--- config.mk ---
export PLATFORM = sky130hd
export DESIGN_NAME = sccp_cfg
export DESIGN_NICKNAME = d
export VERILOG_FILES = /design/src/rtl/core/assert_macros.svh /design/src/rtl/core/sccp_pkg.sv /design/src/rtl/core/sccp_cfg.sv
export SDC_FILE = /design/constraint.sdc
export NUM_CORES = 1
export LEC_CHECK = 0
export BUFFER_PORTS_ARGS = -buffer_cell sky130_fd_sc_hd__clkbuf_2
export CAP_MARGIN = 20
export CORE_MARGIN = 5
export CORE_UTILIZATION = 30
export CTS_CLUSTER_DIAMETER = 50
export DETAILED_ROUTE_END_ITERATION = 10
export PLACE_DENSITY_LB_ADDON = 0.25
export SLEW_MARGIN = 20
export SYNTH_ARGS = -nofsm -noshare
export SYNTH_HDL_FRONTEND = slang
export SYNTH_SLANG_ARGS = --single-unit
--- constraint.sdc ---
create_clock -name clk -period 1.37 [get_ports clk]
set_clock_uncertainty 0.15 [all_clocks]
set_input_delay 0.2055 -clock clk [delete_from_list [all_inputs] [get_ports clk]]
set_output_delay 0.2055 -clock clk [all_outputs]
set_load 0.03 [all_outputs]
--- src/rtl/core/assert_macros.svh ---
// assertion macros shared by the site character count profile rtl
// no dependencies; included by files that carry concurrent assertions
`ifndef ASSERT_MACROS_SVH
`define ASSERT_MACROS_SVH

// same-cycle implication, disabled during reset
`define SCCP_ASSERT_IMPL(label, clk, rst, ante, cons, msg) \
  label: assert property (@(posedge clk) disable iff (rst) (ante) |-> (cons)) \
    else $error(msg);

// next-cycle implication, disabled during reset
`define SCCP_ASSERT_NEXT(label, clk, rst, ante, cons, msg) \
  label: assert property (@(posedge clk) disable iff (rst) (ante) |=> (cons)) \
    else $error(msg);

`endif

--- src/rtl/core/sccp_pkg.sv ---
// package for the site character count profile: codes, widths, shared types
// no dependencies; used by sccp_if, sccp_cfg, sccp_engine and the top level
package sccp_pkg;

  localparam int DEF_MAX_SITES    = 4096;
  localparam int DEF_ALPHABET_MAX = 8;
  localparam int DEF_COUNT_BITS   = 32;

  localparam int FUNC_W     = 2;
  localparam int CHAR_W     = 8;
  localparam int WEIGHT_W   = 32;
  localparam int QSITE_W    = 12;
  localparam int QIDX_W     = 3;
  localparam int OUT_W      = 32;
  localparam int STATUS_W   = 2;
  localparam int SITE_POS_W = 13;
  localparam int LEN_W      = 17;
  localparam int APB_AW     = 5;
  localparam int APB_DW     = 64;

  localparam logic [SITE_POS_W-1:0] POS_SAT = 13'd8191;
  localparam logic [12:0] SITE_COUNT_RST = 13'd4096;

  typedef enum logic [FUNC_W-1:0] {
    FUNC_ADD        = 2'd0,
    FUNC_READ_CHAR  = 2'd1,
    FUNC_READ_INDEX = 2'd2,
    FUNC_CLEAR      = 2'd3
  } func_t;

  typedef enum logic [STATUS_W-1:0] {
    ST_OK       = 2'd0,
    ST_REJECTED = 2'd1,
    ST_LENGTH   = 2'd2,
    ST_INVALID  = 2'd3
  } status_t;

  localparam logic [1:0] REG_ALPHABET_CHARS = 2'd0;
  localparam logic [1:0] REG_ALPHABET_SIZE  = 2'd1;
  localparam logic [1:0] REG_SITE_COUNT     = 2'd2;

  typedef struct packed {
    logic [63:0] alphabet_chars;
    logic [3:0]  alphabet_size;
    logic [12:0] site_count;
  } sccp_cfg_t;

  typedef struct packed {
    logic clearing;
    logic item_write;
  } sccp_mon_t;

  function automatic logic [CHAR_W-1:0] upcase(input logic [CHAR_W-1:0] c);
    return (c >= 8'h61 && c <= 8'h7a) ? c - 8'd32 : c;
  endfunction

endpackage

--- src/rtl/core/sccp_cfg.sv ---
// apb-style configuration registers: alphabet characters, size, site count
// depends on sccp_pkg for register codes and the config struct
module sccp_cfg (
  input  logic                      clk,
  input  logic                      rst,
  input  logic                      psel,
  input  logic                      penable,
  input  logic                      pwrite,
  input  logic [sccp_pkg::APB_AW-1:0] paddr,
  input  logic [sccp_pkg::APB_DW-1:0] pwdata,
  output logic [sccp_pkg::APB_DW-1:0] prdata,
  output logic                      pready,
  output sccp_pkg::sccp_cfg_t       cfg
);
  import sccp_pkg::*;

  logic [1:0] reg_sel;
  logic       wr_en;

  assign pready  = 1'b1;
  assign reg_sel = paddr[4:3];
  assign wr_en   = psel && penable && pwrite && pready;

  always_ff @(posedge clk) begin
    if (rst) begin
      cfg.alphabet_chars <= '0;
      cfg.alphabet_size  <= '0;
      cfg.site_count     <= SITE_COUNT_RST;
    end else if (wr_en) begin
      unique case (reg_sel)
        REG_ALPHABET_CHARS: cfg.alphabet_chars <= pwdata;
        REG_ALPHABET_SIZE:  cfg.alphabet_size  <= pwdata[3:0];
        REG_SITE_COUNT:     cfg.site_count     <= pwdata[12:0];
        default: ;
      endcase
    end
  end

  always_comb begin
    unique case (reg_sel)
      REG_ALPHABET_CHARS: prdata = cfg.alphabet_chars;
      REG_ALPHABET_SIZE:  prdata = {60'd0, cfg.alphabet_size};
      REG_SITE_COUNT:     prdata = {51'd0, cfg.site_count};
      default:            prdata = '0;
    endcase
  end

endmodule

Word level (Yosys, flattened, before mapping):

Cells that the tools add are included.

* bits in registers: 81
* input port bits: 74
* output and inout bits: 146
* word-level logic and storage cells: 12

* equality and inequality tests: 2
* multiplexer cells: 1
* reductions and logical operators: 6

Operators with widths (count)
* case mux 64 bit (3 select lines): 1
* AND reduction 2 bit: 3
* == test 2 x 1 -> 1 bit, second input constant: 1
* == test 2 bit, second input constant: 1
* logical AND 1 bit: 2
* zero test 2 bit: 1

Longest topological paths before layout:

Gate-level depths: netlist of run 1.

* word-level depth: 3
* gate-level depth with buffers: 6

Worst setup path after synthesis of run 1:

Ideal clock, no wire load.

* path kind: input to output
* start point: input port paddr[4] in the netlist's numbering
* end point: output port prdata[1] in the netlist's numbering
* arrival time: 1.369 ns
* slack: -0.354 ns
* stages: 4
* cells stage by stage: buf_6 -> buf_2 -> mux2i_1 -> o21ai_0

* cells in the longest elaborated chain, start to end: 2
* elaborated cells on any way between the ends: 4
* those cells by class: eq/ne: 2; mux: 1; reduce/logical: 1

RTL lines
* start, declared: RTL line sccp_cfg.sv:9 `input logic [sccp_pkg::APB_AW-1:0] paddr,`
* == test 2 bit (tied with other cells): RTL line sccp_cfg.sv:40 `unique case (reg_sel)`
* case mux 64 bit (3 select lines) (*): RTL line sccp_cfg.sv:40
* end, declared: RTL line sccp_cfg.sv:11 `output logic [sccp_pkg::APB_DW-1:0] prdata,`

Every way passes the cells marked *; elsewhere a longest branch is shown, timed or not.

Final worst setup path of run 1:

* start point: register cfg[17] in the netlist's numbering
* end point: output port prdata[0] in the netlist's numbering

* cells in the longest elaborated chain, start to end: 1

RTL lines
* start, declared: RTL line sccp_cfg.sv:13 `output sccp_pkg::sccp_cfg_t cfg`
* case mux 64 bit (3 select lines): RTL line sccp_cfg.sv:40

No other way between the ends.

==> results of run 1 <==
==> cell type report <==
| type | instances | area [µm²] | share of cell area |
|---|---|---|---|
| Tap cell | 180 | 225 | 0.0303 |
| Clock inverter | 3 | 40.0 | 0.00538 |
| Multi-Input combinational cell | 315 | 2470 | 0.332 |
| Timing Repair Buffer | 319 | 2770 | 0.372 |
| Sequential cell | 81 | 1680 | 0.226 |
| Clock buffer | 12 | 256 | 0.0345 |
==> cell usage after synthesis (all sizes together) <==
cell	instances
and4	1
nor2b	1
and2b	1
o21ai	4
nor2	12
buf	11
clkbuf	22
and2	51
dfxtp	81
nand4	2
conb	1
nand2b	144
mux2i	94
nand2	4
==> metrics by stage <==
stage / power (W) / cells / hold slack [ns] / setup slack, ns
after CTS: 0.00566 / 899 / 0.00812 / -0.0924
final: 0.00566 / 910 / 0.0148 / -0.0587
after global placement: 0.00302 / 806 / 0.300 / -0.0999
after global routing: 0.00590 / 910 / 0.0443 / -0.103
after detailed placement: 0.00303 / 806 / 0.306 / -0.163
after floorplan: 0.00281 / 429 / 0.211 / 0.00921
==> timing repair <==
item | in CTS | in global routing
hold endpoints to repair | 67 | 0
endpoints found under the setup margin | 64 | 66
resized for setup | 156 | 128
gates cloned | 0 | 4
buffers inserted | 18 | 7
pin swaps | 0 | 20
hold buffers | 60 | 0
==> routing by layer <==
metal / track usage / up-vias
met5: 0 / -
met4: 0.0705 / 0
met3: 0.0329 / 31
met2: 0.298 / 136
met1: 0.167 / 1883
li1: - / 1972
==> power by group <==
group / switching [W] / internal [W] / leakage [nW]
Sequential: 0.0000256 / 0.00239 / 0.677
Combinational: 0.000367 / 0.000442 / 2.53
Clock: 0.000939 / 0.00150 / 0.148
==> worst min-delay path: cells and delay by family <==
family / cells / cell delay (ns)
multiplexers: 1 / 0.07
buffers and inverters: 1 / 0.08
AND/OR/NAND/NOR: 1 / 0.10
==> logic make-up (layout without fill, tap and decap cells) <==
kind of cell           count (synthesis)  after routing  share of synthesized area
DFF                                   81             81                      0.389
AOI/OAI and AO/OA                      4              4                    0.00480
muxes                                 94             94                      0.226
other                                  1              1                   0.000899
and+or+nand+nor                      216            216                      0.319
buffers and inverters                 33            334                     0.0609
==> worst max-delay path by stage <==
stage               startpoint   endpoint  depth (start not counted)
floorplan             paddr[4]  prdata[1]                          4
global placement      paddr[4]    cfg[31]                          5
detailed placement    paddr[4]    cfg[64]                          5
CTS                     cfg[0]  prdata[0]                          3
global route            cfg[1]  prdata[1]                          3
finish                 cfg[17]  prdata[0]                          3
==> results.md, run 1 <==
* Initial Util at 0.303
* Clock sink total at 81
* Finish-stage setup viols at 44
* Fin crit share at 1.04
* Max FFs per register at 81
* Clock latency reported for the late side of the worst-skew pair at 0.33 ns
* Registers with the most flip-flops: cfg (81)
* Critical path class: reg -> out
* Synthesized area at 0.00417 mm²
* Static Leakage at 3.36 nW
* Worst path max stage delay at 0.33 ns
* Vias/cell at 4.42
* H-tree depth at 3
* Placer Congestion at 0.751
* Via Count at 4,022
* Worst Setup Start Kind: flop
* Wire length per cell at 15.8 µm
* Count of cells along the worst hold path at 3
* DIE AREA at 0.0164 mm²
* Layout fillers at 1,197
* Maximum clock path buffer count at 2
* Critical path's slowest cell: dfxtp_2
* Die Ht at 128 µm
* Synth top area share at 0.389
* RSZ-0062 raised after global routing: true
* Final worst setup slack at -0.0587 ns
* YS warnings at 0
* Final wirelength at 14,400 µm
* Site row count at 43
* Min-delay worst type: in -> reg
* Worst path required time at 1.01 ns
* Detail Placement HPWL at 8280 µm
* Top reg by flops: cfg
* Hold EP: cfg[0]
* Flops & latches, synth at 81
* Antenna Nets Post-Route at 0
* Ant. Diodes at 0
* Largest net degree at the start of global routing at 82
* Endpoints failing hold at 0
* IO Port Bufs at 215
* Cells after Synth at 429
* Post-synthesis sequential area ratio at 0.389
* Met3 WL at 836 µm
* Source of the worst hold timing path: pwdata[0]
* Fmax at 0.700 GHz
* Initial antenna violation count at 0
* Synth unique cells at 19
* CTS buffer count at 9
* Worst R2R Path Depth at 3
* Largest area contributor in the netlist: dfxtp_1
* CTS tree: done
* Synth Net Count at 503
* Post-route DRC at 0
* Layout cells sized above 1 at 0.534
* Reg-to-Reg Start: cfg[18]
* Worst-path cell chain: mux2i_2 > o21ai_2 > clkbuf_8
* Final Instance Area at 0.00744 mm²
* Core ar. at 0.0138 mm²
* PD cells at 761 mW/mm²
* Most frequent cells in the layout: clkbuf_2 (145), nand2b_1 (144), mux2i_1 (90)
* Ports at 220
* Die X-Extent at 128 µm
* Critical path buffers and inverters at 1
* First-pass GRT wire length at 20,800 µm
* GRT Util Overall at 0.158
* M1 WL at 5320 µm
* DP Area at 0.00543 mm²
* DR iter-0 viols at 131
* CP arrival at 1.07 ns
* 1st-pass router iterations at 4
* Worst Path Max Fanout at 3
* Final Util at 0.540
* Status: finished with violations
* CTS clk-pin slew, worst paths at 0.06 ns
* Final net count at 800
* Crit. End Element: output port
* Synth area leaders: dfxtp_1 (39%), mux2i_1 (23%), nand2b_1 (22%), and2_1 (7.6%), buf_12 (3.4%)
* Failing checks: setup timing
* Max_cap viols at 0
* FF-to-FF setup slack at 0.52 ns
* Setup_tns at -1.07 ns
* Reg-to-Reg End: cfg[18]
* VDD IR max at 0.000457 V
* Synthesized area per cell at 9.72 µm²
* Root Driver: clkbuf_16
* Pins Over Slew Limit at 0
* Vias in the first global route at 4,201
* Min cycle time layout at 1.43 ns
* Met2 wire len at 7860 µm
* Worst path top cell family by delay: flip-flops
* DR top layer: met4
* Area grow syn2layout at 78.4%
* Most common cell after layout, fill and taps aside: clkbuf_2
* Remaining global-route overflow at 0
Note: power is estimated with default switching activity, not from simulation.
==> run 2: changes to the inputs <==
--- a/config.mk
+++ b/config.mk
@@ -5,6 +5,7 @@
 export SDC_FILE = /design/constraint.sdc
 export NUM_CORES = 1
 export LEC_CHECK = 0
+export ABC_AREA = 1
 export BUFFER_PORTS_ARGS = -buffer_cell sky130_fd_sc_hd__clkbuf_2
 export CAP_MARGIN = 20
 export CORE_MARGIN = 5
==> results.md, run 2 <==
* Max_cap viols at 0
* Core ar. at 0.0131 mm²
* Clock latency reported for the late side of the worst-skew pair at 0.32 ns
* Setup_tns at -0.134 ns
* 1st-pass router iterations at 4
* Clock sink total at 81
* Reg-to-Reg Start: cfg[69]
* Layout fillers at 1,351
* Fmax at 0.718 GHz
* Antenna Nets Post-Route at 0
* Final wirelength at 13,900 µm
* Synth unique cells at 17
* First-pass GRT wire length at 21,600 µm
* CTS buffer count at 9
* Final net count at 960
* Min cycle time layout at 1.39 ns
* Reg-to-Reg End: cfg[69]
* Worst Setup Start Kind: flop
* Final Power at 0.00585 W
* Commonest cells post-synth: nor2_1 (215), inv_1 (116), nand2_1 (96)
* DP Area at 0.00545 mm²
* Vias in the first global route at 4,279
* DR iter-0 viols at 201
* Top reg by flops: cfg
* CTS clk-pin slew, worst paths at 0.06 ns
* Min-delay worst type: in -> reg
* CTS tree: done
* Initial antenna violation count at 0
* Site row count at 42
* Largest family of logic cells by synthesized area: simple AND/OR/NAND/NOR gates
* Via Count at 4,583
* Maximum clock path buffer count at 2
* Synth Area in Simple Gates at 0.407
* Cells after Synth at 651
* Placed cells at 1,026
* Post-synthesis sequential area ratio at 0.406
* Worst Path Max Fanout at 2
* Max FFs per register at 81
* Pins Over Slew Limit at 0
* Crit. End Element: output port
* IO Port Bufs at 215
* CP arrival at 1.04 ns
* DIE AREA at 0.0157 mm²
* Synth Area in Compound Gates at 0.0210
* Ys async rst share at 0
* Final Instance Area at 0.00677 mm²
* Failing checks: setup timing
* Vias/cell at 4.30
* Layout cells sized above 1 at 0.486
* Synthesized area per cell at 6.14 µm²
* Wire length per cell at 13.1 µm
* Synth Flop Type: dfxtp_1
* Post-route DRC at 0
* Largest area contributor in the netlist: dfxtp_1
* Hold EP: cfg[39]
* Ports at 220
* Final Non-Filler Cells at 1,065
* Status: finished with violations
* Final Util at 0.515
* PD cells at 865 mW/mm²
* Area grow syn2layout at 69.3%
* Critical path class: reg -> out
* Registers with the most flip-flops: cfg (81)
* Die Ht at 125 µm
* Most common cell after layout, fill and taps aside: nor2_1
* Fin crit share at 1.02
* XOR/XNOR Fraction of Synth Area at 0
* FF-to-FF setup slack at 0.51 ns
* Placer Congestion at 0.826
* Synth Net Count at 725
* Detail Placement HPWL at 9110 µm
* Post-synth EDFFs at 0
* Adder-cell share of the synthesized area at 0
* Endpoints failing hold at 0
* Initial Util at 0.304
* H-tree depth at 3
* Worst R2R Path Depth at 3
* Top-count cell post-synth: nor2_1
* Count of cells along the worst hold path at 5
* VDD IR max at 0.000447 V
* Die X-Extent at 125 µm
* Final worst setup slack at -0.0223 ns
* Worst path required time at 1.01 ns
* Finish-stage setup viols at 9
* YS warnings at 0
* Source of the worst hold timing path: pwdata[22]
* Post-synthesis mux area share at 0
* Root Driver: clkbuf_16
* Ant. Diodes at 0
* Synth top area share at 0.406
* Static Leakage at 3.34 nW
* Synthesized area at 0.00400 mm²
* Synth area leaders: dfxtp_1 (41%), nor2_1 (20%), inv_1 (11%), nand3_1 (11%), nand2_1 (9.0%)
* Largest net degree at the start of global routing at 46
* Most frequent cells in the layout: nor2_1 (178), clkbuf_2 (149), inv_1 (100)
* GRT Util Overall at 0.164
* RSZ-0062 raised after global routing: true
* Flops & latches, synth at 81
* Remaining global-route overflow at 0
-- run 2: logic make-up after synthesis --
| kind of cell | after synthesis |
|---|---|
| AO/OA/AOI/OAI | 10 |
| AND/OR/NAND/NOR | 401 |
| buffers and inverters | 158 |
| other | 1 |
| flip-flops | 81 |
-- run 2: how the worst max path moves through the flow --
stage / start / to / slack (ns) / cells past startpoint
2_1_floorplan: cfg[30] / prdata[13] / 0.02 / 2
3_3_place_gp: paddr[4] / prdata[15] / -0.07 / 7
3_5_place_dp: paddr[4] / cfg[42] / -0.09 / 8
4_1_cts: cfg[22] / prdata[5] / -0.04 / 2
5_1_grt: cfg[25] / prdata[8] / -0.05 / 2
6_report: cfg[25] / prdata[8] / -0.02 / 2
-- run 2: what timing repair did --
item / 4_1_cts / 5_1_grt
setup endpoints to repair: 64 / 64
pin swaps: 16 / 35
hold buffers: 1 / 0
hold endpoints to repair: 1 / 0
gates resized for setup: 209 / 111
cloned: 0 / 2
setup buffers: 14 / 9
-- run 2: layer usage --
metal	wire, µm	GRT usage	vias up
li1	-	-	2384
met1	6220	0.211	2033
met2	6610	0.274	155
met3	937	0.0435	11
met4	151	0.0408	0
met5	0	0	-
-- run 2: per-stage QoR --
stage,hold slack (ns),setup WS [ns]
2_1_floorplan,0.182,0.0207
3_3_place_gp,0.298,-0.0668
3_5_place_dp,0.306,-0.0866
4_1_cts,0.00842,-0.0405
5_1_grt,0.0317,-0.0525
6_report,0.0235,-0.0223
-- run 2: area by class of cell --
class | instances | area [µm²] | area share
clock buffers | 10 | 229 | 0.0338
multi-input cells | 412 | 1950 | 0.288
clock inverters | 4 | 70.1 | 0.0104
inverters | 119 | 459 | 0.0679
well taps | 176 | 220 | 0.0325
repair buffers | 263 | 2110 | 0.312
flip-flops and latches | 81 | 1730 | 0.256
-- run 2: worst max-delay path, stage by stage, from the launching register on --
cell	delay [ns]
dfxtp_2	0.33
a22o_4	0.25
buf_8	0.13
-- run 2: power breakdown --
group	switching, W	internal (W)
combinational	0.000543	0.000357
sequential	0.0000428	0.00241
clock	0.000927	0.00157
==> run 3: changes to the inputs <==
--- a/config.mk
+++ b/config.mk
@@ -12,7 +12,7 @@
 export CORE_UTILIZATION = 30
 export CTS_CLUSTER_DIAMETER = 50
 export DETAILED_ROUTE_END_ITERATION = 10
-export PLACE_DENSITY_LB_ADDON = 0.25
+export PLACE_DENSITY = 0.66
 export SLEW_MARGIN = 20
 export SYNTH_ARGS = -nofsm -noshare
 export SYNTH_HDL_FRONTEND = slang
==> results.md, run 3 (synthesized netlist as in run 2, its figures left out) <==
* CTS buffer count at 9
* Status: finished with violations
* Antenna Nets Post-Route at 0
* Final net count at 972
* Count of cells along the worst hold path at 5
* Reg-to-Reg End: cfg[29]
* Registers with the most flip-flops: cfg (81)
* Fmax at 0.708 GHz
* Largest net degree at the start of global routing at 43
* Final wirelength at 14,400 µm
* Ports at 220
* Worst Setup Start Kind: flop
* H-tree depth at 3
* Static Leakage at 3.49 nW
* Register area at 0.00172 mm²
* Vias in the first global route at 4,275
* DR iter-0 viols at 145
* Layout fillers at 1,240
* Ant. Diodes at 0
* Critical path class: reg -> out
* Fin crit share at 1.03
* Die Ht at 125 µm
* Most frequent cells in the layout: nor2_1 (169), clkbuf_2 (142), inv_1 (91)
* PD cells at 874 mW/mm²
* Worst Path Max Fanout at 2
* Vias/cell at 4.38
* Worst slack, placed at -0.0781 ns
* Placer Congestion at 0.854
* Via Count at 4,718
* Endpoints failing hold at 0
* Source of the worst hold timing path: pwdata[42]
* Site row count at 42
* CTS tree: done
* Worst R2R Path Depth at 3
* Met2 Use GR at 0.272
* Die X-Extent at 125 µm
* Maximum clock path buffer count at 2
* Initial antenna violation count at 0
* Pins Over Slew Limit at 0
* Reg-to-Reg Start: cfg[29]
* Remaining global-route overflow at 0
* Post-route DRC at 0
* Met3 GRT Util at 0.0469
* GRT Util Overall at 0.164
* Most common cell after layout, fill and taps aside: nor2_1
* IO Port Bufs at 215
* Initial Util at 0.304
* DIE AREA at 0.0157 mm²
* Wire length per cell at 13.3 µm
* Area grow syn2layout at 76.6%
* Min cycle time layout at 1.41 ns
* Global-route met1 utilization at 0.199
* Multi-input logic area at 0.00200 mm²
* CP arrival at 1.06 ns
* Final Non-Filler Cells at 1,078
* Setup_tns at -0.210 ns
* Final Util at 0.537
* Worst path required time at 1.01 ns
* Hold EP: cfg[59]
* FF-to-FF setup slack at 0.46 ns
* CTS clk-pin slew, worst paths at 0.06 ns
* Clock sink total at 81
* Failing checks: setup timing
* Top reg by flops: cfg
* Hold Slack at 0.0163 ns
* Layout cells sized above 1 at 0.507
* Max_cap viols at 0
* Top Usage Layer GRT: met2
* RSZ-0062 raised after global routing: true
* Root Driver: clkbuf_16
* Final worst setup slack at -0.0420 ns
* Detail Placement HPWL at 9120 µm
* 1st-pass router iterations at 4
* Max FFs per register at 81
* Clock latency reported for the late side of the worst-skew pair at 0.33 ns
* Core ar. at 0.0131 mm²
* Crit. End Element: output port
* Placed cells at 1,024
* VDD IR max at 0.000472 V
* First-pass GRT wire length at 21,300 µm
* Min-delay worst type: in -> reg
* Finish-stage setup viols at 9
[run 3: cell count changes in the layout (fill, tap and decap cells not counted), sizes merged]
| cell | previous run | this run |
|---|---|---|
| bufinv | 2 | 3 |
| clkinvlp | 0 | 1 |
| clkbuf | 186 | 187 |
| buf | 86 | 90 |
| dlygate4sd3 | 1 | 7 |
[run 3: final cells by class]
class,count,area share
clock buffer,9,0.0319
clock inverter,6,0.0152
inverter,119,0.0647
multi-input combinational,412,0.284
sequential,81,0.244
tap,176,0.0312
timing repair buffer,275,0.329
[run 3: power breakdown]
part | switching (W) | total (W) | internal [W]
sequential | 0.0000459 | 0.00246 | 0.00242
combinational | 0.000565 | 0.000981 | 0.000416
clock | 0.000963 | 0.00273 | 0.00176
total | 0.00157 | 0.00617 | 0.00459
[run 3: metrics by stage]
step                      cell area (µm²)  total power [W]
after detailed placement             5430          0.00328
after global routing                 7060          0.00643
after CTS                            6620          0.00613
final                                7060          0.00617
after global placement               5430          0.00327
after floorplan                      4030          0.00297
[run 3: repair_timing]
item | in CTS | in global routing
gates resized for setup | 214 | 137
hold buffers | 7 | 0
hold endpoints to repair | 7 | 0
setup endpoints to repair | 64 | 67
setup buffers | 17 | 9
cloned | 2 | 4
pin swaps | 30 | 30
[run 3: worst max path at each step]
| stage | slack [ns] | start | cells after the start | endpoint |
|---|---|---|---|---|
| global route | -0.07 | cfg[29] | 2 | prdata[12] |
| CTS | -0.07 | cfg[29] | 2 | prdata[12] |
| floorplan | 0.02 | cfg[30] | 2 | prdata[13] |
| detailed placement | -0.08 | paddr[4] | 6 | prdata[58] |
| global placement | -0.06 | paddr[4] | 7 | prdata[3] |
| finish | -0.04 | cfg[29] | 2 | prdata[12] |
[run 3: layer usage]
metal	share of wire	wire length, µm	up-vias
met5	0	0	-
met4	0.022	318	0
met3	0.074	1060	21
met2	0.49	6990	183
met1	0.42	5990	2101
li1	-	-	2413
[run 3: worst max-delay path, cell delays in order (launching register included)]
cell     delay (ns)
dfxtp_2        0.34
a22o_4         0.25
buf_8          0.13
